File: config.mk
export PLATFORM = sky130hd
export DESIGN_NAME = radial_alpha_brush_mask
export DESIGN_NICKNAME = d
export VERILOG_FILES = /design/src/rtl/rabm_pkg.sv /design/src/rtl/rabm_dist.sv /design/src/rtl/rabm_isqrt.sv /design/src/rtl/rabm_scale.sv /design/src/rtl/radial_alpha_brush_mask.sv
export VERILOG_INCLUDE_DIRS = /design/src /design/src/rtl
export SDC_FILE = /design/constraint.sdc
export NUM_CORES = 2
export LEC_CHECK = 0
export BUFFER_PORTS_ARGS = -buffer_cell sky130_fd_sc_hd__buf_2
export CAP_MARGIN = 25
export CORE_MARGIN = 4
export CORE_UTILIZATION = 60
export CTS_BUF_LIST = sky130_fd_sc_hd__clkbuf_16
export CTS_CLUSTER_SIZE = 28
export DETAILED_ROUTE_END_ITERATION = 16
export HOLD_SLACK_MARGIN = 0.03
export PLACE_DENSITY = 0.76
export SETUP_SLACK_MARGIN = 0.05
export SLEW_MARGIN = 20
export SYNTH_ARGS = -nofsm -noshare
export SYNTH_HDL_FRONTEND = slang
export SYNTH_SLANG_ARGS = --single-unit
File: constraint.sdc
create_clock -name aclk -period 8.76 [get_ports aclk]
set_input_delay 0.876 -clock aclk [delete_from_list [all_inputs] [get_ports aclk]]
set_output_delay 0.876 -clock aclk [all_outputs]
set_load 0.03 [all_outputs]
File: src/rtl/radial_alpha_brush_mask_macros.svh
// ----------------------------------------------------------------------------
// Radial alpha brush mask - assertion macros
// Concurrent check macros shared by the RTL. They expand to nothing when
// SYNTH is defined.
// ----------------------------------------------------------------------------
`ifndef RADIAL_ALPHA_BRUSH_MASK_MACROS_SVH
`define RADIAL_ALPHA_BRUSH_MASK_MACROS_SVH
`ifndef SYNTH
// same-cycle implication
`define RABM_ASSERT_NOW(lbl, clk, rst_n, ante, cons) \
    lbl: assert property (@(posedge clk) disable iff (!rst_n) (ante) |-> (cons)) \
        else $error("rabm check failed");
// next-cycle implication
`define RABM_ASSERT_NEXT(lbl, clk, rst_n, ante, cons) \
    lbl: assert property (@(posedge clk) disable iff (!rst_n) (ante) |=> (cons)) \
        else $error("rabm check failed");
`else
`define RABM_ASSERT_NOW(lbl, clk, rst_n, ante, cons)
`define RABM_ASSERT_NEXT(lbl, clk, rst_n, ante, cons)
`endif
`endif

File: src/rtl/rabm_pkg.sv
// ----------------------------------------------------------------------------
// Radial alpha brush mask - package
// Widths, register indexes and the word types passed between the pipeline
// sections.
// ----------------------------------------------------------------------------
package rabm_pkg;

    // brush geometry
    localparam int MAX_DIM = 1024;
    localparam int DIM_W   = 11;
    localparam int COORD_W = 10;
    localparam int HALF_W  = 10;    // centre and radius, up to MAX_DIM/2
    localparam int DELTA_W = 11;    // signed offset from the centre
    localparam int SQ_W    = 20;    // square of one offset
    localparam int D2_W    = 21;    // squared distance

    localparam logic [DIM_W-1:0] DIM_RESET = 11'd64;

    // colour
    localparam int CH_W = 8;
    localparam logic [CH_W-1:0] ALPHA_MAX = 8'd255;

    // distance scaling: isqrt(255^2 * d2)
    localparam int SCALE_W = 16;
    localparam logic [SCALE_W-1:0] SCALE_SQ = 16'd65025;
    localparam int PROD_W     = D2_W + SCALE_W;
    localparam int SQ_PAIRS   = 20;
    localparam int RADICAND_W = 2 * SQ_PAIRS;
    localparam int ROOT_W     = SQ_PAIRS;
    localparam int REM_W      = ROOT_W + 1;
    localparam int SQ_STAGES  = SQ_PAIRS / 2;     // two root bits per stage

    // root / radius divider
    localparam int RAD255_W   = 17;
    localparam int DIV_REM_W  = 17;
    localparam int Q_W        = 8;
    localparam int DIV_STAGES = Q_W / 2;          // two quotient bits per stage

    // configuration register indexes
    localparam int CFG_IDX_W = 2;
    localparam logic [CFG_IDX_W-1:0] REG_BRUSH_WIDTH  = 2'd0;
    localparam logic [CFG_IDX_W-1:0] REG_BRUSH_HEIGHT = 2'd1;

    typedef struct packed {
        logic [HALF_W-1:0]   cx;
        logic [HALF_W-1:0]   cy;
        logic [HALF_W-1:0]   rad;
        logic [RAD255_W-1:0] rad255;
    } rabm_cfg_t;

    typedef struct packed {
        logic [CH_W-1:0] red;
        logic [CH_W-1:0] green;
        logic [CH_W-1:0] blue;
    } rabm_color_t;

    typedef struct packed {
        logic [RADICAND_W-1:0] radicand;
        rabm_color_t           color;
    } rabm_dist_t;

    typedef struct packed {
        logic [ROOT_W-1:0] root;
        rabm_color_t       color;
    } rabm_root_t;

    typedef struct packed {
        logic [CH_W-1:0] alpha;
        logic [CH_W-1:0] red;
        logic [CH_W-1:0] green;
        logic [CH_W-1:0] blue;
    } rabm_pix_t;

endpackage

File: src/rtl/rabm_dist.sv
// ----------------------------------------------------------------------------
// Radial alpha brush mask - distance section
// Four stages: offsets from the centre, squares, sum, scale by 255^2.
// ----------------------------------------------------------------------------
module rabm_dist (
    input  logic                       aclk,
    input  logic                       aresetn,
    input  rabm_pkg::rabm_cfg_t        cfg,
    input  logic                       in_valid,
    output logic                       in_ready,
    input  logic [rabm_pkg::COORD_W-1:0] col,
    input  logic [rabm_pkg::COORD_W-1:0] row,
    input  rabm_pkg::rabm_color_t      in_color,
    output logic                       out_valid,
    input  logic                       out_ready,
    output rabm_pkg::rabm_dist_t       out_data
);
    import rabm_pkg::*;

    localparam int STAGES = 4;

    logic [STAGES-1:0] vld_reg;
    logic [STAGES-1:0] adv;

    logic signed [DELTA_W-1:0]   dx_next, dy_next, dx_reg, dy_reg;
    logic signed [2*DELTA_W-1:0] sqx_full, sqy_full;
    logic [SQ_W-1:0]             sqx_reg, sqy_reg;
    logic [D2_W-1:0]             d2_next, d2_reg;
    logic [PROD_W-1:0]           prod_next;
    logic [RADICAND_W-1:0]       radicand_reg;
    rabm_color_t                 color_a_reg, color_b_reg, color_c_reg, color_d_reg;

    // stage advance chain: a stage loads when empty or when its word moves on
    assign adv[STAGES-1] = !vld_reg[STAGES-1] || out_ready;
    for (genvar i = 0; i < STAGES - 1; i++) begin : g_adv
        assign adv[i] = !vld_reg[i] || adv[i+1];
    end
    assign in_ready = adv[0];

    always_ff @(posedge aclk) begin
        if (!aresetn) begin
            vld_reg <= '0;
        end else begin
            if (adv[0]) begin
                vld_reg[0] <= in_valid;
            end
            for (int i = 1; i < STAGES; i++) begin
                if (adv[i]) begin
                    vld_reg[i] <= vld_reg[i-1];
                end
            end
        end
    end

    // offsets, squares, sum, constant scale
    assign dx_next   = $signed({1'b0, col}) - $signed({1'b0, cfg.cx});
    assign dy_next   = $signed({1'b0, row}) - $signed({1'b0, cfg.cy});
    assign sqx_full  = dx_reg * dx_reg;
    assign sqy_full  = dy_reg * dy_reg;
    assign d2_next   = D2_W'(sqx_reg) + D2_W'(sqy_reg);
    assign prod_next = PROD_W'(d2_reg) * PROD_W'(SCALE_SQ);

    always_ff @(posedge aclk) begin
        if (adv[0]) begin
            dx_reg      <= dx_next;
            dy_reg      <= dy_next;
            color_a_reg <= in_color;
        end
        if (adv[1]) begin
            sqx_reg     <= sqx_full[SQ_W-1:0];
            sqy_reg     <= sqy_full[SQ_W-1:0];
            color_b_reg <= color_a_reg;
        end
        if (adv[2]) begin
            d2_reg      <= d2_next;
            color_c_reg <= color_b_reg;
        end
        if (adv[3]) begin
            radicand_reg <= RADICAND_W'(prod_next);
            color_d_reg  <= color_c_reg;
        end
    end

    assign out_valid         = vld_reg[STAGES-1];
    assign out_data.radicand = radicand_reg;
    assign out_data.color    = color_d_reg;

endmodule

File: src/rtl/rabm_isqrt.sv
// ----------------------------------------------------------------------------
// Radial alpha brush mask - square root section
// Digit-by-digit integer square root, two root bits per pipeline stage.
// ----------------------------------------------------------------------------
`include "radial_alpha_brush_mask_macros.svh"

module rabm_isqrt (
    input  logic                 aclk,
    input  logic                 aresetn,
    input  logic                 in_valid,
    output logic                 in_ready,
    input  rabm_pkg::rabm_dist_t in_data,
    output logic                 out_valid,
    input  logic                 out_ready,
    output rabm_pkg::rabm_root_t out_data
);
    import rabm_pkg::*;

    localparam int LAST = SQ_STAGES - 1;

    typedef struct packed {
        logic [RADICAND_W-1:0] radicand;
        logic [ROOT_W-1:0]     root;
        logic [REM_W-1:0]      rem;
        rabm_color_t           color;
    } sq_stage_t;

    typedef struct packed {
        logic [ROOT_W-1:0] root;
        logic [REM_W-1:0]  rem;
    } sq_step_t;

    // one root bit: bring down a bit pair, try 4*root+1
    function automatic sq_step_t sq_step(input logic [ROOT_W-1:0] root,
                                         input logic [REM_W-1:0]  rem,
                                         input logic [1:0]        pair);
        logic [REM_W+1:0] rem_sh;
        logic [REM_W+1:0] trial;
        sq_step_t         res;
        rem_sh = {rem, pair};
        trial  = (REM_W + 2)'({root, 2'b01});
        if (rem_sh >= trial) begin
            res.rem  = REM_W'(rem_sh - trial);
            res.root = {root[ROOT_W-2:0], 1'b1};
        end else begin
            res.rem  = REM_W'(rem_sh);
            res.root = {root[ROOT_W-2:0], 1'b0};
        end
        return res;
    endfunction

    logic [SQ_STAGES-1:0] vld_reg;
    logic [SQ_STAGES-1:0] adv;
    sq_stage_t            stage_in   [SQ_STAGES];
    sq_stage_t            stage_next [SQ_STAGES];
    sq_stage_t            stage_reg  [SQ_STAGES];
    logic [REM_W-1:0]     rem_bound;

    assign adv[LAST] = !vld_reg[LAST] || out_ready;
    for (genvar i = 0; i < LAST; i++) begin : g_adv
        assign adv[i] = !vld_reg[i] || adv[i+1];
    end
    assign in_ready = adv[0];

    always_ff @(posedge aclk) begin
        if (!aresetn) begin
            vld_reg <= '0;
        end else begin
            if (adv[0]) begin
                vld_reg[0] <= in_valid;
            end
            for (int i = 1; i < SQ_STAGES; i++) begin
                if (adv[i]) begin
                    vld_reg[i] <= vld_reg[i-1];
                end
            end
        end
    end

    // root stages: the top bit pairs go first
    for (genvar s = 0; s < SQ_STAGES; s++) begin : g_stage
        sq_step_t step_a;
        sq_step_t step_b;

        if (s == 0) begin : g_first
            always_comb begin
                stage_in[s].radicand = in_data.radicand;
                stage_in[s].root     = '0;
                stage_in[s].rem      = '0;
                stage_in[s].color    = in_data.color;
            end
        end else begin : g_rest
            assign stage_in[s] = stage_reg[s-1];
        end

        always_comb begin
            step_a = sq_step(stage_in[s].root, stage_in[s].rem,
                             stage_in[s].radicand[RADICAND_W-1-4*s -: 2]);
            step_b = sq_step(step_a.root, step_a.rem,
                             stage_in[s].radicand[RADICAND_W-3-4*s -: 2]);
            stage_next[s]      = stage_in[s];
            stage_next[s].root = step_b.root;
            stage_next[s].rem  = step_b.rem;
        end

        always_ff @(posedge aclk) begin
            if (adv[s]) begin
                stage_reg[s] <= stage_next[s];
            end
        end
    end

    assign out_valid      = vld_reg[LAST];
    assign out_data.root  = stage_reg[LAST].root;
    assign out_data.color = stage_reg[LAST].color;

    // remainder never exceeds twice the root
    assign rem_bound = {stage_reg[LAST].root, 1'b0};

    `RABM_ASSERT_NOW(a_rem_bound, aclk, aresetn, vld_reg[LAST], stage_reg[LAST].rem <= rem_bound)

endmodule

File: src/rtl/rabm_scale.sv
// ----------------------------------------------------------------------------
// Radial alpha brush mask - alpha and premultiply section
// Saturation check, root/radius divider (two quotient bits per stage),
// alpha, channel products and the divide by 255.
// ----------------------------------------------------------------------------
`include "radial_alpha_brush_mask_macros.svh"

module rabm_scale (
    input  logic                 aclk,
    input  logic                 aresetn,
    input  rabm_pkg::rabm_cfg_t  cfg,
    input  logic                 in_valid,
    output logic                 in_ready,
    input  rabm_pkg::rabm_root_t in_data,
    output logic                 out_valid,
    input  logic                 out_ready,
    output rabm_pkg::rabm_pix_t  out_data
);
    import rabm_pkg::*;

    localparam int ALPHA_STG = DIV_STAGES + 1;
    localparam int MUL_STG   = ALPHA_STG + 1;
    localparam int OUT_STG   = MUL_STG + 1;
    localparam int STAGES    = OUT_STG + 1;
    localparam int PROD_CH_W = 2 * CH_W;

    typedef struct packed {
        logic                 over;
        logic [DIV_REM_W-1:0] rem;
        logic [Q_W-1:0]       quo;
        rabm_color_t          color;
    } dv_stage_t;

    typedef struct packed {
        logic [DIV_REM_W-1:0] rem;
        logic [Q_W-1:0]       quo;
    } dv_step_t;

    // one restoring step against the shifted divisor
    function automatic dv_step_t dv_step(input logic [DIV_REM_W-1:0] rem,
                                         input logic [Q_W-1:0]       quo,
                                         input logic [DIV_REM_W-1:0] dsor);
        dv_step_t res;
        if (rem >= dsor) begin
            res.rem = rem - dsor;
            res.quo = {quo[Q_W-2:0], 1'b1};
        end else begin
            res.rem = rem;
            res.quo = {quo[Q_W-2:0], 1'b0};
        end
        return res;
    endfunction

    // x/255 for x <= 255*255: (x + 1 + x/256) / 256
    function automatic logic [CH_W-1:0] div255(input logic [PROD_CH_W-1:0] x);
        logic [PROD_CH_W:0] sum;
        sum = (PROD_CH_W + 1)'(x) + (PROD_CH_W + 1)'(1)
            + (PROD_CH_W + 1)'(x[PROD_CH_W-1:CH_W]);
        return sum[PROD_CH_W-1:CH_W];
    endfunction

    logic [STAGES-1:0]    vld_reg;
    logic [STAGES-1:0]    adv;
    dv_stage_t            dv_next [DIV_STAGES+1];
    dv_stage_t            dv_reg  [DIV_STAGES+1];
    logic [CH_W-1:0]      alpha_next, alpha_reg, alpha_m_reg;
    rabm_color_t          color_a_reg;
    logic [PROD_CH_W-1:0] pb_reg, pg_reg, pr_reg;
    rabm_pix_t            pix_next, pix_reg;

    assign adv[STAGES-1] = !vld_reg[STAGES-1] || out_ready;
    for (genvar i = 0; i < STAGES - 1; i++) begin : g_adv
        assign adv[i] = !vld_reg[i] || adv[i+1];
    end
    assign in_ready = adv[0];

    always_ff @(posedge aclk) begin
        if (!aresetn) begin
            vld_reg <= '0;
        end else begin
            if (adv[0]) begin
                vld_reg[0] <= in_valid;
            end
            for (int i = 1; i < STAGES; i++) begin
                if (adv[i]) begin
                    vld_reg[i] <= vld_reg[i-1];
                end
            end
        end
    end

    // saturation: quotient of 255 or more, or zero radius, gives alpha 0
    always_comb begin
        dv_next[0].over  = (cfg.rad == '0) || (in_data.root >= ROOT_W'(cfg.rad255));
        dv_next[0].rem   = in_data.root[DIV_REM_W-1:0];
        dv_next[0].quo   = '0;
        dv_next[0].color = in_data.color;
    end

    // divider stages, top quotient bits first
    for (genvar d = 0; d < DIV_STAGES; d++) begin : g_div
        localparam int KA = Q_W - 1 - 2 * d;
        localparam int KB = KA - 1;
        dv_step_t step_a;
        dv_step_t step_b;

        always_comb begin
            step_a = dv_step(dv_reg[d].rem, dv_reg[d].quo,
                             DIV_REM_W'(cfg.rad) << KA);
            step_b = dv_step(step_a.rem, step_a.quo,
                             DIV_REM_W'(cfg.rad) << KB);
            dv_next[d+1]     = dv_reg[d];
            dv_next[d+1].rem = step_b.rem;
            dv_next[d+1].quo = step_b.quo;
        end
    end

    always_ff @(posedge aclk) begin
        for (int i = 0; i <= DIV_STAGES; i++) begin
            if (adv[i]) begin
                dv_reg[i] <= dv_next[i];
            end
        end
    end

    // alpha, products, divide by 255
    assign alpha_next = dv_reg[DIV_STAGES].over ? '0 : ALPHA_MAX - dv_reg[DIV_STAGES].quo;

    always_comb begin
        pix_next.blue  = div255(pb_reg);
        pix_next.green = div255(pg_reg);
        pix_next.red   = div255(pr_reg);
        pix_next.alpha = alpha_m_reg;
    end

    always_ff @(posedge aclk) begin
        if (adv[ALPHA_STG]) begin
            alpha_reg   <= alpha_next;
            color_a_reg <= dv_reg[DIV_STAGES].color;
        end
        if (adv[MUL_STG]) begin
            pb_reg      <= PROD_CH_W'(color_a_reg.blue) * PROD_CH_W'(alpha_reg);
            pg_reg      <= PROD_CH_W'(color_a_reg.green) * PROD_CH_W'(alpha_reg);
            pr_reg      <= PROD_CH_W'(color_a_reg.red) * PROD_CH_W'(alpha_reg);
            alpha_m_reg <= alpha_reg;
        end
        if (adv[OUT_STG]) begin
            pix_reg <= pix_next;
        end
    end

    assign out_valid = vld_reg[OUT_STG];
    assign out_data  = pix_reg;

    `RABM_ASSERT_NEXT(a_alpha_hold, aclk, aresetn, vld_reg[ALPHA_STG] && !adv[ALPHA_STG], vld_reg[ALPHA_STG] && $stable(alpha_reg))
    `RABM_ASSERT_NOW(a_zero_alpha, aclk, aresetn, vld_reg[MUL_STG] && (alpha_m_reg == '0), (pb_reg == '0) && (pg_reg == '0) && (pr_reg == '0))
    `RABM_ASSERT_NOW(a_ch_le_alpha, aclk, aresetn, vld_reg[OUT_STG], (pix_reg.blue <= pix_reg.alpha) && (pix_reg.green <= pix_reg.alpha) && (pix_reg.red <= pix_reg.alpha))

endmodule

File: src/rtl/radial_alpha_brush_mask.sv
// ----------------------------------------------------------------------------
// Radial alpha brush mask - top level
// Alpha from the distance to the brush centre, premultiplied into the pixel.
// ----------------------------------------------------------------------------
// Takes one pixel per clock and returns one premultiplied pixel with its
// alpha per clock while m_tready is high (4 distance stages, 10
// square root stages at two root bits each, 8 divide/alpha/premultiply
// stages). Every stage holds a word with its own valid bit, so the pipe
// keeps taking pixels while a result waits, until it fills. Brush width and
// height are written through the cfg port (values above 1024 saturate) and
// must only change while no pixel is in flight.
// ----------------------------------------------------------------------------
module radial_alpha_brush_mask (
    input  logic                         aclk,
    input  logic                         aresetn,
    // configuration writes
    input  logic                         cfg_wr_en,
    input  logic [rabm_pkg::CFG_IDX_W-1:0] cfg_addr,
    input  logic [rabm_pkg::DIM_W-1:0]   cfg_wdata,
    // pixel in
    input  logic                         s_tvalid,
    output logic                         s_tready,
    input  logic [47:0]                  s_tdata,   // col, row, in_blue, in_green, in_red
    // pixel out
    output logic                         m_tvalid,
    input  logic                         m_tready,
    output logic [31:0]                  m_tdata    // out_blue, out_green, out_red, out_alpha
);
    import rabm_pkg::*;

    logic [DIM_W-1:0]     width_reg, height_reg, dim_next, big;
    logic [HALF_W+CH_W-1:0] rad_x256;
    rabm_cfg_t            cfg;
    logic [COORD_W-1:0]   col, row;
    rabm_color_t          in_color;
    logic                 dist_valid, dist_ready, root_valid, root_ready;
    rabm_dist_t           dist_data;
    rabm_root_t           root_data;
    rabm_pix_t            pix;

    // configuration registers, saturated at write
    assign dim_next = (cfg_wdata > DIM_W'(MAX_DIM)) ? DIM_W'(MAX_DIM) : cfg_wdata;

    always_ff @(posedge aclk) begin
        if (!aresetn) begin
            width_reg  <= DIM_RESET;
            height_reg <= DIM_RESET;
        end else if (cfg_wr_en) begin
            unique case (cfg_addr)
                REG_BRUSH_WIDTH:  width_reg  <= dim_next;
                REG_BRUSH_HEIGHT: height_reg <= dim_next;
                default: ;
            endcase
        end
    end

    // centre, radius and 255*radius
    assign big      = (width_reg > height_reg) ? width_reg : height_reg;
    assign rad_x256 = {big[DIM_W-1:1], {CH_W{1'b0}}};

    always_comb begin
        cfg.cx     = width_reg[DIM_W-1:1];
        cfg.cy     = height_reg[DIM_W-1:1];
        cfg.rad    = big[DIM_W-1:1];
        cfg.rad255 = RAD255_W'(rad_x256 - (HALF_W + CH_W)'(big[DIM_W-1:1]));
    end

    // unpack the input word
    assign col            = s_tdata[9:0];
    assign row            = s_tdata[19:10];
    assign in_color.blue  = s_tdata[27:20];
    assign in_color.green = s_tdata[35:28];
    assign in_color.red   = s_tdata[43:36];

    rabm_dist u_dist (
        .aclk      (aclk),
        .aresetn   (aresetn),
        .cfg       (cfg),
        .in_valid  (s_tvalid),
        .in_ready  (s_tready),
        .col       (col),
        .row       (row),
        .in_color  (in_color),
        .out_valid (dist_valid),
        .out_ready (dist_ready),
        .out_data  (dist_data)
    );

    rabm_isqrt u_isqrt (
        .aclk      (aclk),
        .aresetn   (aresetn),
        .in_valid  (dist_valid),
        .in_ready  (dist_ready),
        .in_data   (dist_data),
        .out_valid (root_valid),
        .out_ready (root_ready),
        .out_data  (root_data)
    );

    rabm_scale u_scale (
        .aclk      (aclk),
        .aresetn   (aresetn),
        .cfg       (cfg),
        .in_valid  (root_valid),
        .in_ready  (root_ready),
        .in_data   (root_data),
        .out_valid (m_tvalid),
        .out_ready (m_tready),
        .out_data  (pix)
    );

    // pack the output word
    assign m_tdata = {pix.alpha, pix.red, pix.green, pix.blue};

endmodule

* Word-level counts from Yosys, hierarchy flattened *
Memories as Yosys holds them, arrays and structs flattened.
Index checks and enable logic that the tools add are counted.

word-level totals
  bits in registers = 380
  bits in writable memories = 1300
  output and inout port bits = 34
  word-level logic and storage cells = 239
  memories kept = 2

memory list
  name               words  width  rd ports  clocked after Yosys merged registers in  write ports  RTL line          RTL
  u_isqrt.stage_reg  10     105    10        0                                        10           rabm_isqrt.sv:56  sq_stage_t stage_reg [SQ_STAGES];
  u_scale.dv_reg     5      50     5         0                                        5            rabm_scale.sv:65  dv_stage_t dv_reg [DIV_STAGES+1];

cells by class
  add/sub/neg operators = 38
  $mul = 6
  $lt $le $gt $ge = 30
  eq/ne operators = 1
  mux-type cells = 59
  reduce and logical (&&, ||, !) cells = 49

operator list
  kind                      count
  $mux W22                  19
  $ge A23 B22 Y1            18
  $sub A21 B21 Y21          18
  $mux W25                  8
  $add A16 B1 Y16 const B   3
  $add A16 B8 Y16           3
  $mul A8 B8 Y16            3
  $mul A11 B11 Y20          2
  $mul A21 B16 Y37 const B  1
  $sub A17 B10 Y17          2
  $mux W1                   30
  $logic_or A1 B1 Y1        23
  $logic_not A1 Y1          22
  $mux W11                  2
  $sub A10 B10 Y11          2
  $add A20 B20 Y21          1
  $ge A20 B17 Y1            1
  $ge A17 B10 Y1            1
  $ge A17 B11 Y1            1
  $ge A17 B12 Y1            1
  $ge A17 B13 Y1            1
  $ge A17 B14 Y1            1
  $ge A17 B15 Y1            1
  $ge A17 B16 Y1            1
  other kinds (17)          18

* Depth between registers and ports, before layout *
  depth after elaboration = 23
  mapped depth = 36
  depth with buffers taken out = 34

* Modules after synthesis *
A second synthesis with hierarchy kept.

unflattened totals
  cells, all modules = 7002
  area, all modules = 81869.8 sq um

by module, submodules not included
  module                   instances  cells each  area an instance (sq um)  sequential area each (sq um)
  rabm_isqrt               1          3132        37417.1                   21460.6
  rabm_scale               1          1905        22431.5                   10159.7
  rabm_dist                1          1738        20236.9                   6506.2
  radial_alpha_brush_mask  1          227         1784.2                    440.4

* Worst setup path after synthesis *
OpenSTA, ideal clock, no wires.

  kind = register -> register
  from = register height_reg[6]
  to = memory u_scale.dv_reg[2][43] (netlist bit) (data pin)
  data arrival time = 7.848 ns
  data required time = 8.500 ns
  setup slack = 0.653 ns
  stages on the path, launching flop included = 34
  clock period less this slack = 8.107 ns
  cells stage by stage = dfxtp_1 inv_1 ha_1 a21o_1 a21o_1 a21o_1 a21o_1 a221o_1 nand2_1 mux2i_1 fa_1 a21o_1 a21oi_1 o21ai_0 a21oi_1 o21ai_0 a211oi_1 nand3b_1 clkbuf_1 a21oi_1 ha_1 nor2b_1 o21ai_0 a21boi_0 o21ai_0 a21boi_0 o21ai_0 nand2b_1 a41o_1 nor2_1 and3_1 clkbuf_1 clkbuf_1 mux2_2

RTL lines
  item                    RTL line                       RTL
  start, declared         radial_alpha_brush_mask.sv:31  logic [DIM_W-1:0] width_reg, height_reg, dim_next, big;
  start signal, assigned  radial_alpha_brush_mask.sv:51  REG_BRUSH_HEIGHT: height_reg <= dim_next;
  end, declared           rabm_scale.sv:65

==> impl_metrics.env <==
export IMPL_crit_path_frequent_cell="a21o_1"
export IMPL_rows=132
export IMPL_num_vias=49700
export IMPL_arrival_ns=8.59
export IMPL_ys_seq_elements=1280
export IMPL_drtPass1Iterations=6
export IMPL_grt_max_degree=81
export IMPL_via_per_inst=5.72
export IMPL_die_y_um=371
export IMPL_grt_pass1_wl_um=260000
export IMPL_synth_ff_type="edfxtp_1"
export IMPL_dp_slack_ns=0.501
export IMPL_fin_crit_ns=8.08
export IMPL_rsz0062_at_grt="false"
export IMPL_path_max_fanout=8
export IMPL_finalHoldViolCount=0
export IMPL_area_growth_pct=9.11
export IMPL_multi_input_area_sq_um=37800
export IMPL_coreArea_sq_um=130000
export IMPL_critPathSlowestCell="fa_1"
export IMPL_maxSlewViolCount=0
export IMPL_die_x_um=371
export IMPL_seq_area_frac_synth_pct=48.2
export IMPL_clockBufferDepth=3
export IMPL_worst_pin_slew_ns=1.01
export IMPL_cts_tree="built"
export IMPL_crit_path_end_kind="flop"
export IMPL_largest_reg_flops=689
export IMPL_setup_tns_ns=0
export IMPL_dp_hpwl_um=117000
export IMPL_gp_congestion=0.899
export IMPL_drtIter0Drc=3450
export IMPL_critPathBufInv=4
export IMPL_netlist_area_sq_um=78900
export IMPL_yosysTopAreaCellShare_pct=47.1
export IMPL_fin_crit_sh_pct=92.2
export IMPL_numCtsBuffers=134
export IMPL_status="complete, no violations"
export IMPL_setup_viol=0
export IMPL_synth_edf_count=1236
export IMPL_final_util_pct=66.2
export IMPL_num_io_pins=100
export IMPL_syn_inst=6687
export IMPL_wl_per_cell_um=18.3
export IMPL_clock_sinks=1280
export IMPL_nNetsFinal=7984
export IMPL_grt_overflow_total=0
export IMPL_wl_um=159000
export IMPL_slew_headroom_pct=32.4
export IMPL_fin_skew_ns=0.0344
export IMPL_post_route_drc_count=0
export IMPL_hp_class="in -> reg"
export IMPL_syn_avg_cell_area_sq_um=11.8
export IMPL_yosys_area_top_type="edfxtp_1"
export IMPL_dieArea_sq_um=137000
export IMPL_max_cap_violations=0
export IMPL_ant_nets=0
export IMPL_antenna_found_initial=2
export IMPL_yosysWarnings=0
export IMPL_async_flop_share_pct=0
export IMPL_insertion_delay_ns=0.76
export IMPL_cpPeakStageDelay_ns=0.40
export IMPL_seqCellArea_sq_um=38000
export IMPL_yosys_cell_types_count=93
export IMPL_worstSetupStartpointType="flop"
export IMPL_fin_ws_ns=0.681
export IMPL_cts_htree_levels=4
export IMPL_ys_top_cells_by_area="edfxtp_1, ha_1, fa_1"
export IMPL_synth_fp_nets=7823
export IMPL_cts_root_buf="clkbuf_16"
export IMPL_layout_drive_gt1_share_pct=7.06
export IMPL_path_class="reg -> reg"
export IMPL_clkSlewWorstSetupHoldPaths_ns=0.06
export IMPL_fmax_mhz=124
export IMPL_critPathTopFamily="compound AO/OA/AOI/OAI gates"
export IMPL_grt_pass1_vias=50300
export IMPL_critPathRequiredTime_ns=9.28
export IMPL_port_buffers=95
export IMPL_fill_cells=9515
export IMPL_grt_usage_pct=23.5
export IMPL_postCtsHoldBufs=0
export IMPL_start_util_pct=60.7
worst reg2reg max path: cells and delay by family (launching register included):
kind / cells / cell delay (ns)
flops: 1 / 0.35
simple gates: 4 / 0.62
buf+inv: 4 / 0.68
compound gates: 20 / 4.01
mux: 3 / 0.99
fa+ha+maj: 4 / 1.23
through the flow:
stage | cells | hold WS (ns) | instance area, sq um
6_report | 8702 | 0.283 | 86100
2_1_floorplan | 6687 | 0.400 | 78900
3_3_place_gp | 8446 | 0.400 | 81500
3_5_place_dp | 8450 | 0.405 | 81600
5_1_grt | 8700 | 0.240 | 86100
4_1_cts | 8695 | 0.227 | 86000
cells in the mapped netlist (all sizes together), types with 32 or more instances:
cell / count
nor3: 107
o21a: 91
clkbuf: 105
inv: 716
o21bai: 35
mux2: 59
o31ai: 32
a21o: 129
and2: 207
xnor2: 307
a21oi: 376
fa: 395
a211oi: 36
nand2: 516
nor2: 339
or3: 42
edfxtp: 1236
nor4: 32
dfxtp: 44
nand3: 96
nor2b: 96
a21boi: 62
and3: 40
ha: 675
o21ai: 281
xor2: 137
nand2b: 69
nand4: 69
metal layers:
layer / wire length [um] / vias up / track usage (%)
met1: 69300 / 24100 / 32.0
met5: 0 / - / 0
met4: 4510 / 0 / 7.33
met2: 76400 / 1318 / 39.0
li1: - / 24100 / -
met3: 8940 / 267 / 3.74
cell usage in the layout, fill, tap and decap left out, types with 91 or more instances in the layout:
cell | Yosys | layout
buf_2 | 9 | 95
xor2_1 | 137 | 137
xnor2_1 | 307 | 307
a21o_1 | 129 | 129
o21ai_0 | 275 | 274
edfxtp_1 | 1236 | 1236
nor2b_1 | 96 | 96
nor2_1 | 339 | 338
inv_1 | 711 | 730
and2_1 | 206 | 206
o21a_1 | 91 | 91
fa_1 | 395 | 395
clkbuf_16 | 0 | 135
ha_1 | 675 | 675
nand3_1 | 95 | 94
a21oi_1 | 375 | 374
nand2_1 | 516 | 507
nor3_1 | 105 | 105
kinds of logic (layout without fill, tap and decap cells):
kind of cell	count (synthesis)	after routing	share of synthesized area, %
AO/OA/AOI/OAI	1227	1227	9.84
multiplexers	88	88	1.21
AND/OR/NAND/NOR	1738	1738	11.1
XOR/XNOR	444	444	4.93
other	1	4	0.00475
buffers and inverters	839	1109	4.02
adder cells (fa/ha/maj)	1070	1070	20.7
flip-flops	1280	1280	48.2
path summary, 6_finish.rpt:
kind	start	end	slack [ns]	cells after the start
max	height_reg[6]	u_scale.dv_reg[1][45]	0.68	35
min	s_tdata[30]	u_dist.color_a_reg[10]	0.28	1
max reg2reg	height_reg[6]	u_scale.dv_reg[1][45]	0.68	35
min reg2reg	u_scale.dv_reg[3][15]	u_scale.dv_reg[4][15]	0.41	0
repair_timing:
item,in CTS,in global routing
buffers inserted,0,0
resized for setup,0,5
setup endpoints to repair,0,16
final cells by class:
cell class,instances,area share (%)
diodes,3,0.00872
clock buffers,135,3.93
inverters,716,3.12
repair buffers,148,1.15
multi-input cells,4568,43.9
well taps,1742,2.53
clock inverters,110,1.19
flip-flops and latches,1280,44.2
Power is not shown: default switching activity piles up to over one toggle a cycle in this logic, so the estimate is an artifact.
